===== config.mk =====
export PLATFORM = sky130hd
export DESIGN_NAME = three_button_debounce_short_hold
export DESIGN_NICKNAME = d
export VERILOG_FILES = /design/src/rtl/tbdsh_pkg.sv /design/src/rtl/three_button_debounce_short_hold.sv /design/src/rtl/tbdsh_button.sv
export VERILOG_INCLUDE_DIRS = /design/src /design/src/rtl
export SDC_FILE = /design/constraint.sdc
export NUM_CORES = 1
export LEC_CHECK = 0
export ABC_AREA = 0
export CORE_UTILIZATION = 30
export CTS_CLUSTER_SIZE = 40
export DETAILED_ROUTE_END_ITERATION = 10
export DONT_BUFFER_PORTS = 1
export HOLD_SLACK_MARGIN = 0.05
export PLACE_DENSITY_LB_ADDON = 0.2
export SKIP_CTS_REPAIR_TIMING = 1
export SYNTH_ARGS = -nofsm -noshare
export SYNTH_HDL_FRONTEND = slang
export SYNTH_SLANG_ARGS = --single-unit
export TNS_END_PERCENT = 100

===== constraint.sdc =====
create_clock -name clk_i -period 6.5 [get_ports clk_i]
set_input_delay 0.65 -clock clk_i [delete_from_list [all_inputs] [get_ports clk_i]]
set_output_delay 0.65 -clock clk_i [all_outputs]
set_load 0.02 [all_outputs]

===== src/rtl/three_button_debounce_short_hold_macros.svh =====
// Assertion macros for the three-button debouncer.
// Used by the top level; expects clk_i and rst_ni in scope.
`ifndef THREE_BUTTON_DEBOUNCE_SHORT_HOLD_MACROS_SVH
`define THREE_BUTTON_DEBOUNCE_SHORT_HOLD_MACROS_SVH

// Checked on every edge, reset included.
`define TBDSH_ASSERT_CLK(lbl, prop, msg) \
  lbl: assert property (@(posedge clk_i) prop) else $error(msg);

// Checked only while out of reset.
`define TBDSH_ASSERT_RST(lbl, prop, msg) \
  lbl: assert property (@(posedge clk_i) disable iff (!rst_ni) prop) else $error(msg);

`endif


===== src/rtl/tbdsh_pkg.sv =====
// Shared types and constants for the three-button debouncer.
// No dependencies.
`timescale 1ns / 1ps

package tbdsh_pkg;

  localparam int TimeBits    = 32;
  localparam int CfgIdxBits  = 3;
  localparam int CfgDataBits = 16;
  localparam int MsBits      = 16;
  localparam int BitSelBits  = 3;
  localparam int PortBits    = 8;

  // register indexes
  localparam logic [CfgIdxBits-1:0] CfgDebounce  = 3'd0;
  localparam logic [CfgIdxBits-1:0] CfgBtnHold   = 3'd1;
  localparam logic [CfgIdxBits-1:0] CfgPwrHold   = 3'd2;
  localparam logic [CfgIdxBits-1:0] CfgFirstBit  = 3'd3;
  localparam logic [CfgIdxBits-1:0] CfgSecondBit = 3'd4;
  localparam logic [CfgIdxBits-1:0] CfgPowerBit  = 3'd5;

  // register reset values
  localparam logic [MsBits-1:0]     DebounceReset = 16'd30;
  localparam logic [MsBits-1:0]     BtnHoldReset  = 16'd1000;
  localparam logic [MsBits-1:0]     PwrHoldReset  = 16'd3000;
  localparam logic [BitSelBits-1:0] FirstBitReset  = 3'd0;
  localparam logic [BitSelBits-1:0] SecondBitReset = 3'd1;
  localparam logic [BitSelBits-1:0] PowerBitReset  = 3'd2;

  // request types
  localparam logic ReqTick = 1'b0;
  localparam logic ReqInit = 1'b1;

  typedef enum logic [1:0] {
    PressNone  = 2'd0,
    PressShort = 2'd1,
    PressHold  = 2'd2
  } press_e;

  typedef enum logic [2:0] {
    EvNone     = 3'd0,
    EvPwrShort = 3'd1,
    EvPwrHold  = 3'd2,
    EvB1Short  = 3'd3,
    EvB1Hold   = 3'd4,
    EvB2Short  = 3'd5,
    EvB2Hold   = 3'd6
  } event_e;

  // per-button control from the top level
  typedef struct packed {
    logic fire;      // a word is processed this cycle
    logic init;      // the word is an init request
    logic judge_en;  // classification allowed (no earlier event)
  } btn_ctrl_t;

endpackage


===== src/rtl/three_button_debounce_short_hold.sv =====
// Three-button debouncer with short-press and hold detection: top level.
// Depends on tbdsh_pkg, tbdsh_button and the assertion macro header.
`timescale 1ns / 1ps
`include "three_button_debounce_short_hold_macros.svh"

// Takes one word per clock unless in_stall_o is high: each word carries
// a ms timestamp and an active-low 8-bit port sample (low = pressed) and
// yields exactly one event code. A word waits in the input register, is
// evaluated against the per-button state on its way into the result
// register, and is offered on the output the cycle after; throughput is
// one word per cycle while the output side keeps taking.
// The output register decouples the two sides: a new word is accepted
// even while a finished result waits, as long as the input register can
// move on. Tick words (req_type 0) debounce the power, button one and
// button two bits chosen by the bit-select registers; elapsed times use
// wrapping 32-bit subtraction. Power is classified first, then button
// one, then button two; only the first event is reported and later
// buttons skip that tick's press/hold bookkeeping (their stable levels
// still settle). Init words (req_type 1) load the sampled levels and
// report no event. A failed expander read should be fed as 0xFF.
// Configuration is written through cfg_we_i/cfg_index_i/cfg_data_i while
// the block is idle (the user's duty; the block does not enforce it); unknown indexes are ignored.
module three_button_debounce_short_hold
  import tbdsh_pkg::*;
(
  input  logic                   clk_i,
  input  logic                   rst_ni,
  // input words
  input  logic                   in_valid_i,
  output logic                   in_stall_o,
  input  logic                   req_type_i,
  input  logic [TimeBits-1:0]    now_time_i,
  input  logic [PortBits-1:0]    port_bits_i,
  // result words
  output logic                   out_valid_o,
  input  logic                   out_stall_i,
  output logic [2:0]             event_code_o,
  // configuration
  input  logic                   cfg_we_i,
  input  logic [CfgIdxBits-1:0]  cfg_index_i,
  input  logic [CfgDataBits-1:0] cfg_data_i
);

  // ---- configuration registers ----
  logic [MsBits-1:0]     debounce_q, btn_hold_q, pwr_hold_q;
  logic [BitSelBits-1:0] first_bit_q, second_bit_q, power_bit_q;

  always_ff @(posedge clk_i or negedge rst_ni) begin
    if (!rst_ni) begin
      debounce_q   <= DebounceReset;
      btn_hold_q   <= BtnHoldReset;
      pwr_hold_q   <= PwrHoldReset;
      first_bit_q  <= FirstBitReset;
      second_bit_q <= SecondBitReset;
      power_bit_q  <= PowerBitReset;
    end else if (cfg_we_i) begin
      case (cfg_index_i)
        CfgDebounce:  debounce_q   <= cfg_data_i;
        CfgBtnHold:   btn_hold_q   <= cfg_data_i;
        CfgPwrHold:   pwr_hold_q   <= cfg_data_i;
        CfgFirstBit:  first_bit_q  <= cfg_data_i[BitSelBits-1:0];
        CfgSecondBit: second_bit_q <= cfg_data_i[BitSelBits-1:0];
        CfgPowerBit:  power_bit_q  <= cfg_data_i[BitSelBits-1:0];
        default: ;
      endcase
    end
  end

  // ---- input register ----
  logic                in_valid_q;
  logic                req_q;
  logic [TimeBits-1:0] now_q;
  logic [PortBits-1:0] port_q;

  // ---- result register ----
  logic   out_valid_q, out_valid_d;
  event_e event_q, event_d;

  logic advance;  // input register may move into the result register
  logic fire;     // a word is evaluated this cycle

  assign advance    = !out_valid_q || !out_stall_i;
  assign fire       = in_valid_q && advance;
  assign in_stall_o = in_valid_q && !advance;

  always_ff @(posedge clk_i or negedge rst_ni) begin
    if (!rst_ni) begin
      in_valid_q <= 1'b0;
    end else if (!in_stall_o) begin
      in_valid_q <= in_valid_i;
    end
  end

  always_ff @(posedge clk_i) begin
    if (in_valid_i && !in_stall_o) begin
      req_q  <= req_type_i;
      now_q  <= now_time_i;
      port_q <= port_bits_i;
    end
  end

  // ---- button channels ----
  logic      lvl_one, lvl_two, lvl_pwr;
  press_e    res_one, res_two, res_pwr;
  btn_ctrl_t ctrl_one, ctrl_two, ctrl_pwr;
  logic      is_init;

  assign lvl_one = ~port_q[first_bit_q];
  assign lvl_two = ~port_q[second_bit_q];
  assign lvl_pwr = ~port_q[power_bit_q];
  assign is_init = (req_q == ReqInit);

  // priority: power, then button one, then button two
  always_comb begin
    ctrl_pwr = '{fire: fire, init: is_init, judge_en: 1'b1};
    ctrl_one = '{fire: fire, init: is_init, judge_en: (res_pwr == PressNone)};
    ctrl_two = '{fire: fire, init: is_init,
                 judge_en: (res_pwr == PressNone) && (res_one == PressNone)};
  end

  tbdsh_button u_btn_pwr (
    .clk_i      (clk_i),
    .rst_ni     (rst_ni),
    .ctrl_i     (ctrl_pwr),
    .level_i    (lvl_pwr),
    .now_i      (now_q),
    .debounce_i (debounce_q),
    .hold_i     (pwr_hold_q),
    .result_o   (res_pwr)
  );

  tbdsh_button u_btn_one (
    .clk_i      (clk_i),
    .rst_ni     (rst_ni),
    .ctrl_i     (ctrl_one),
    .level_i    (lvl_one),
    .now_i      (now_q),
    .debounce_i (debounce_q),
    .hold_i     (btn_hold_q),
    .result_o   (res_one)
  );

  tbdsh_button u_btn_two (
    .clk_i      (clk_i),
    .rst_ni     (rst_ni),
    .ctrl_i     (ctrl_two),
    .level_i    (lvl_two),
    .now_i      (now_q),
    .debounce_i (debounce_q),
    .hold_i     (btn_hold_q),
    .result_o   (res_two)
  );

  // ---- event select ----
  always_comb begin
    event_d = EvNone;
    if (!is_init) begin
      case (res_pwr)
        PressShort: event_d = EvPwrShort;
        PressHold:  event_d = EvPwrHold;
        default: begin
          case (res_one)
            PressShort: event_d = EvB1Short;
            PressHold:  event_d = EvB1Hold;
            default: begin
              case (res_two)
                PressShort: event_d = EvB2Short;
                PressHold:  event_d = EvB2Hold;
                default:    event_d = EvNone;
              endcase
            end
          endcase
        end
      endcase
    end
  end

  always_comb begin
    out_valid_d = out_valid_q;
    if (advance) begin
      out_valid_d = in_valid_q;
    end
  end

  always_ff @(posedge clk_i or negedge rst_ni) begin
    if (!rst_ni) begin
      out_valid_q <= 1'b0;
    end else begin
      out_valid_q <= out_valid_d;
    end
  end

  always_ff @(posedge clk_i) begin
    if (fire) begin
      event_q <= event_d;
    end
  end

  assign out_valid_o  = out_valid_q;
  assign event_code_o = event_q;

  // ---- assertions ----
  `TBDSH_ASSERT_CLK(a_stall_only_on_full_output, in_stall_o |-> (out_valid_o && out_stall_i), "input stalled while output free")
  `TBDSH_ASSERT_RST(a_init_reports_none, (fire && is_init) |=> (out_valid_o && event_code_o == EvNone), "init word produced an event")
  `TBDSH_ASSERT_RST(a_drain_empties, (out_valid_o && !out_stall_i && !in_valid_q) |=> !out_valid_o, "result repeated after it was taken")

endmodule


===== src/rtl/tbdsh_button.sv =====
// One button channel: debounce state, press timing and classification.
// Depends on tbdsh_pkg.
`timescale 1ns / 1ps

module tbdsh_button
  import tbdsh_pkg::*;
(
  input  logic                clk_i,
  input  logic                rst_ni,
  input  btn_ctrl_t           ctrl_i,
  input  logic                level_i,     // 1 = pressed
  input  logic [TimeBits-1:0] now_i,
  input  logic [MsBits-1:0]   debounce_i,
  input  logic [MsBits-1:0]   hold_i,
  output press_e              result_o
);

  logic                raw_q, raw_d;
  logic                stable_q, stable_d;
  logic                held_q, held_d;
  logic [TimeBits-1:0] change_q, change_d;
  logic [TimeBits-1:0] press_q, press_d;

  logic                raw_chg;
  logic [TimeBits-1:0] db_elapsed;
  logic [TimeBits-1:0] hold_elapsed;
  logic                stable_nx;
  logic                hold_due;
  logic                press_edge;

  always_comb begin
    raw_chg      = (level_i != raw_q);
    // a fresh change restarts the window at now, so elapsed is zero
    db_elapsed   = raw_chg ? '0 : (now_i - change_q);
    stable_nx    = (db_elapsed >= {{(TimeBits-MsBits){1'b0}}, debounce_i}) ? level_i : stable_q;
    hold_elapsed = now_i - press_q;
    hold_due     = !held_q && (hold_elapsed >= {{(TimeBits-MsBits){1'b0}}, hold_i});
    press_edge   = stable_nx && !stable_q;

    result_o = PressNone;
    if (stable_nx && stable_q && hold_due) begin
      result_o = PressHold;
    end else if (!stable_nx && stable_q && !held_q) begin
      result_o = PressShort;
    end
  end

  always_comb begin
    raw_d    = raw_q;
    stable_d = stable_q;
    held_d   = held_q;
    change_d = change_q;
    press_d  = press_q;
    if (ctrl_i.fire) begin
      if (ctrl_i.init) begin
        raw_d    = level_i;
        stable_d = level_i;
        change_d = now_i;
        press_d  = '0;
        held_d   = 1'b0;
      end else begin
        raw_d    = level_i;
        stable_d = stable_nx;
        if (raw_chg) begin
          change_d = now_i;
        end
        if (ctrl_i.judge_en) begin
          if (press_edge) begin
            press_d = now_i;
            held_d  = 1'b0;
          end else if (result_o == PressHold) begin
            held_d  = 1'b1;
          end
        end
      end
    end
  end

  always_ff @(posedge clk_i or negedge rst_ni) begin
    if (!rst_ni) begin
      raw_q    <= 1'b0;
      stable_q <= 1'b0;
      held_q   <= 1'b0;
      change_q <= '0;
      press_q  <= '0;
    end else begin
      raw_q    <= raw_d;
      stable_q <= stable_d;
      held_q   <= held_d;
      change_q <= change_d;
      press_q  <= press_d;
    end
  end

endmodule


==> flow_metrics.tcl <==
set metrics [dict create \
    cp-start-kind "flop" \
    critPathMaxStageDelay_ps 530 \
    start_util 0.3026 \
    numPortBuffers 0 \
    ys_seq_elements 304 \
    slew_headroom 0.2688 \
    mostFrequentLayoutCells "nand2_1 (350), ha_1 (282), inv_1 (271)" \
    die_w_um 300.6 \
    synth_area_per_cell_sq_um 8.619 \
    synth_top_family_by_area "compound AO/OA/AOI/OAI gates" \
    track_usage 0.2023 \
    grt_pass1_wl_um 141400 \
    clock_latency_ps 590 \
    p_leak_nw 12.98 \
    cts_buffers 41 \
    hold_slack_ps -238.2 \
    reg2reg_slack_ps 460 \
    outcome "finished, violations left" \
    area_growth_pct 11.04 \
    cts.htree.levels 2 \
    clkTransAtPathRegs_ps 60 \
    hold_class "in -> async" \
    io_pins 70 \
    synthSimpleGateAreaFrac 0.1654 \
    gp_congestion 0.9331 \
    tightest_slew_ps 1085 \
    viasPerCell 5.365 \
    finalSetupTns_ps 0 \
    synth-compound-area-share 0.2165 \
    die_area_sq_um 90350 \
    ys.flop_type "dfrtp_1" \
    critPathKind "reg -> reg" \
    nets 3449 \
    grt_max_degree 261 \
    overflow 0 \
    synth_area_leaders "dfrtp_1 (23%), ha_1 (13%), edfxtp_1 (4.9%)" \
    power_density_nw_per_um2 500.8 \
    drive_above_1_share 0.1199 \
    yosysWarnings 0 \
    setup_viol 0 \
    post-route-period-util 0.9297 \
    period_needed_ps 6043 \
    drtIter0Drc 1433 \
    synth.area.mux_share 0.08725 \
    hpwl_um 70330 \
    detail-route-antenna-nets 0 \
    synthXorXnorAreaFrac 0.04487 \
    clock_sinks 304 \
    arrival_ps 6470 \
    synth_fp_nets 3456 \
    end_kind "flop" \
    num_vias 23040 \
    die_y_um 300.6 \
    yosysTopAreaCell "dfrtp_1" \
    cp_data_required_time_ps 6920 \
    grt_setup_unrepaired "false" \
    wl_per_cell_um 21.32 \
    synth-edff-count 44 \
    antenna_found_initial 1 \
    worst_ir_drop_vdd_mv 0.2010 \
    total_power_w 0.01487 \
    core_area_sq_um 88370 \
    slew_violations 0 \
    crit_fanout 30 \
    ys_seq_area_frac 0.2936 \
    rr_worst_depth 22 \
    hold_viol 244 \
    cts_tree "done" \
    regToRegStartpoint "now_q[4]" \
    yosys.cell_types.count 99 \
    syn-cell-area_sq_um 26740 \
    routed_wl_um 91550 \
    drv_cap 0 \
    fin_skew_ps 30.22 \
    dr.pass1.iters 5 \
    max_freq_mhz 165.5 \
    grt_pass1_vias 22860 \
    mostFrequentLayoutCell "nand2_1" \
    violations "hold timing" \
    cts-root-buf "clkbuf_16" \
    async_flop_share 0.8553 \
    num_rows 109 \
    synth_top_area_share 0.2255 \
    synthCells 3103 \
    cpMostUsedCell "ha_1" \
    cp_slowest_cell "or4_4" \
    synthAdderAreaFrac 0.1364 \
    timing.rr.end "u_btn_two.press_q[24]" \
    cp_cell_sequence "ha_1 > a21o_1 > a31oi_1 > a21oi_1 > a221oi_2 > or2_2 > nand2_1 > xor2_1 > ha_1 > and4_1 > a221oi_1 > nand3_1 > nor2_1 > o2111ai_1 > a2111o_1 > or4_4 > nor4_4 > a31oi_2 > a211o_1 > nor2_2 > buf_4 > o311ai_1" \
    clockBufferDepth 3 \
    drc_errors 0 \
]
-- logic make-up after synthesis --
family / Yosys count
muxes: 198
buffers and inverters: 387
and+or+nand+nor: 929
adders and majority gates: 288
xor gates and xnor gates: 137
AOI/OAI and AO/OA: 860
DFF: 304
-- through the flow --
step / utilization / setup WS, ps / cell area [sq um] / hold slack, ps / cells
after floorplan: - / 1159 / 26740 / 354.4 / 3103
after global placement: 0.3203 / 437.0 / 28310 / 380.0 / 4218
after detailed placement: 0.3203 / 358.9 / 28310 / 378.0 / 4218
after CTS: 0.3359 / 340.4 / 29690 / -254.3 / 4292
after global routing: 0.3360 / 13.48 / 29690 / -262.4 / 4293
final: 0.3360 / 457.0 / 29700 / -238.2 / 4294
-- synthesized netlist by cell type, types with 60 or more instances --
| library cell | number |
|---|---|
| inv_1 | 272 |
| a21o_1 | 82 |
| nand3_1 | 84 |
| xor2_1 | 60 |
| a21oi_1 | 244 |
| nand2_1 | 351 |
| mux2_2 | 113 |
| xnor2_1 | 77 |
| nor2_1 | 197 |
| o21ai_0 | 163 |
| dfrtp_1 | 241 |
| ha_1 | 282 |
| clkbuf_1 | 92 |
-- registers in the layout (all words and copies together) (netlist names), 3 cells and up --
signal	flops
first_bit_q	3
event_code_o	3
u_btn_two.press_q	32
u_btn_pwr.change_q	32
power_bit_q	3
debounce_q	16
u_btn_one.change_q	32
u_btn_one.press_q	32
now_q	32
second_bit_q	3
port_q	8
u_btn_pwr.press_q	32
u_btn_two.change_q	32
pwr_hold_q	16
btn_hold_q	16
-- worst max path at each step --
stage                       endpoint      from  slack [ps]  depth (start not counted)
6_report       u_btn_two.press_q[24]  now_q[4]         460                         22
2_1_floorplan   u_btn_two.press_q[0]  now_q[4]        1160                         22
4_1_cts         u_btn_one.press_q[1]  now_q[3]         340                         24
3_5_place_dp    u_btn_one.press_q[3]  now_q[3]         360                         24
5_1_grt         u_btn_one.press_q[1]  now_q[0]          10                         21
3_3_place_gp    u_btn_one.press_q[3]  now_q[3]         440                         24
-- worst max-delay path, delay by kind of cell (launching register included) --
kind | cells | cell delay, ps
adders and majority gates | 2 | 740
DFF | 1 | 480
and+or+nand+nor | 8 | 1550
AOI/OAI and AO/OA | 10 | 2600
buffers and inverters | 1 | 340
xor gates and xnor gates | 1 | 140
-- power by group --
part           internal, W  total [W]  switching [W]
Sequential         0.00258    0.00292       0.000342
Clock              0.00144    0.00238       0.000937
Combinational      0.00391    0.00957        0.00566
Total              0.00793     0.0149        0.00694
-- routing by layer --
| layer | up-vias | GRT usage | wire [um] |
|---|---|---|---|
| met5 | - | 0 | 0 |
| met4 | 0 | 0.04701 | 2083 |
| met3 | 113 | 0.01905 | 3175 |
| met2 | 464 | 0.3531 | 44650 |
| met1 | 11190 | 0.2679 | 41640 |
| li1 | 11270 | - | - |
-- cell type report --
class | instances | area (sq um)
flip-flops and latches | 304 | 7851
inverters | 273 | 1026
clock buffers | 52 | 1109
clock inverters | 22 | 270.3
well taps | 1165 | 1458
multi-input cells | 2412 | 17490
fillers | 9245 | 58680
repair buffers | 64 | 493.0
diodes | 2 | 5.005
Note: power is estimated with default switching activity, not from simulation.
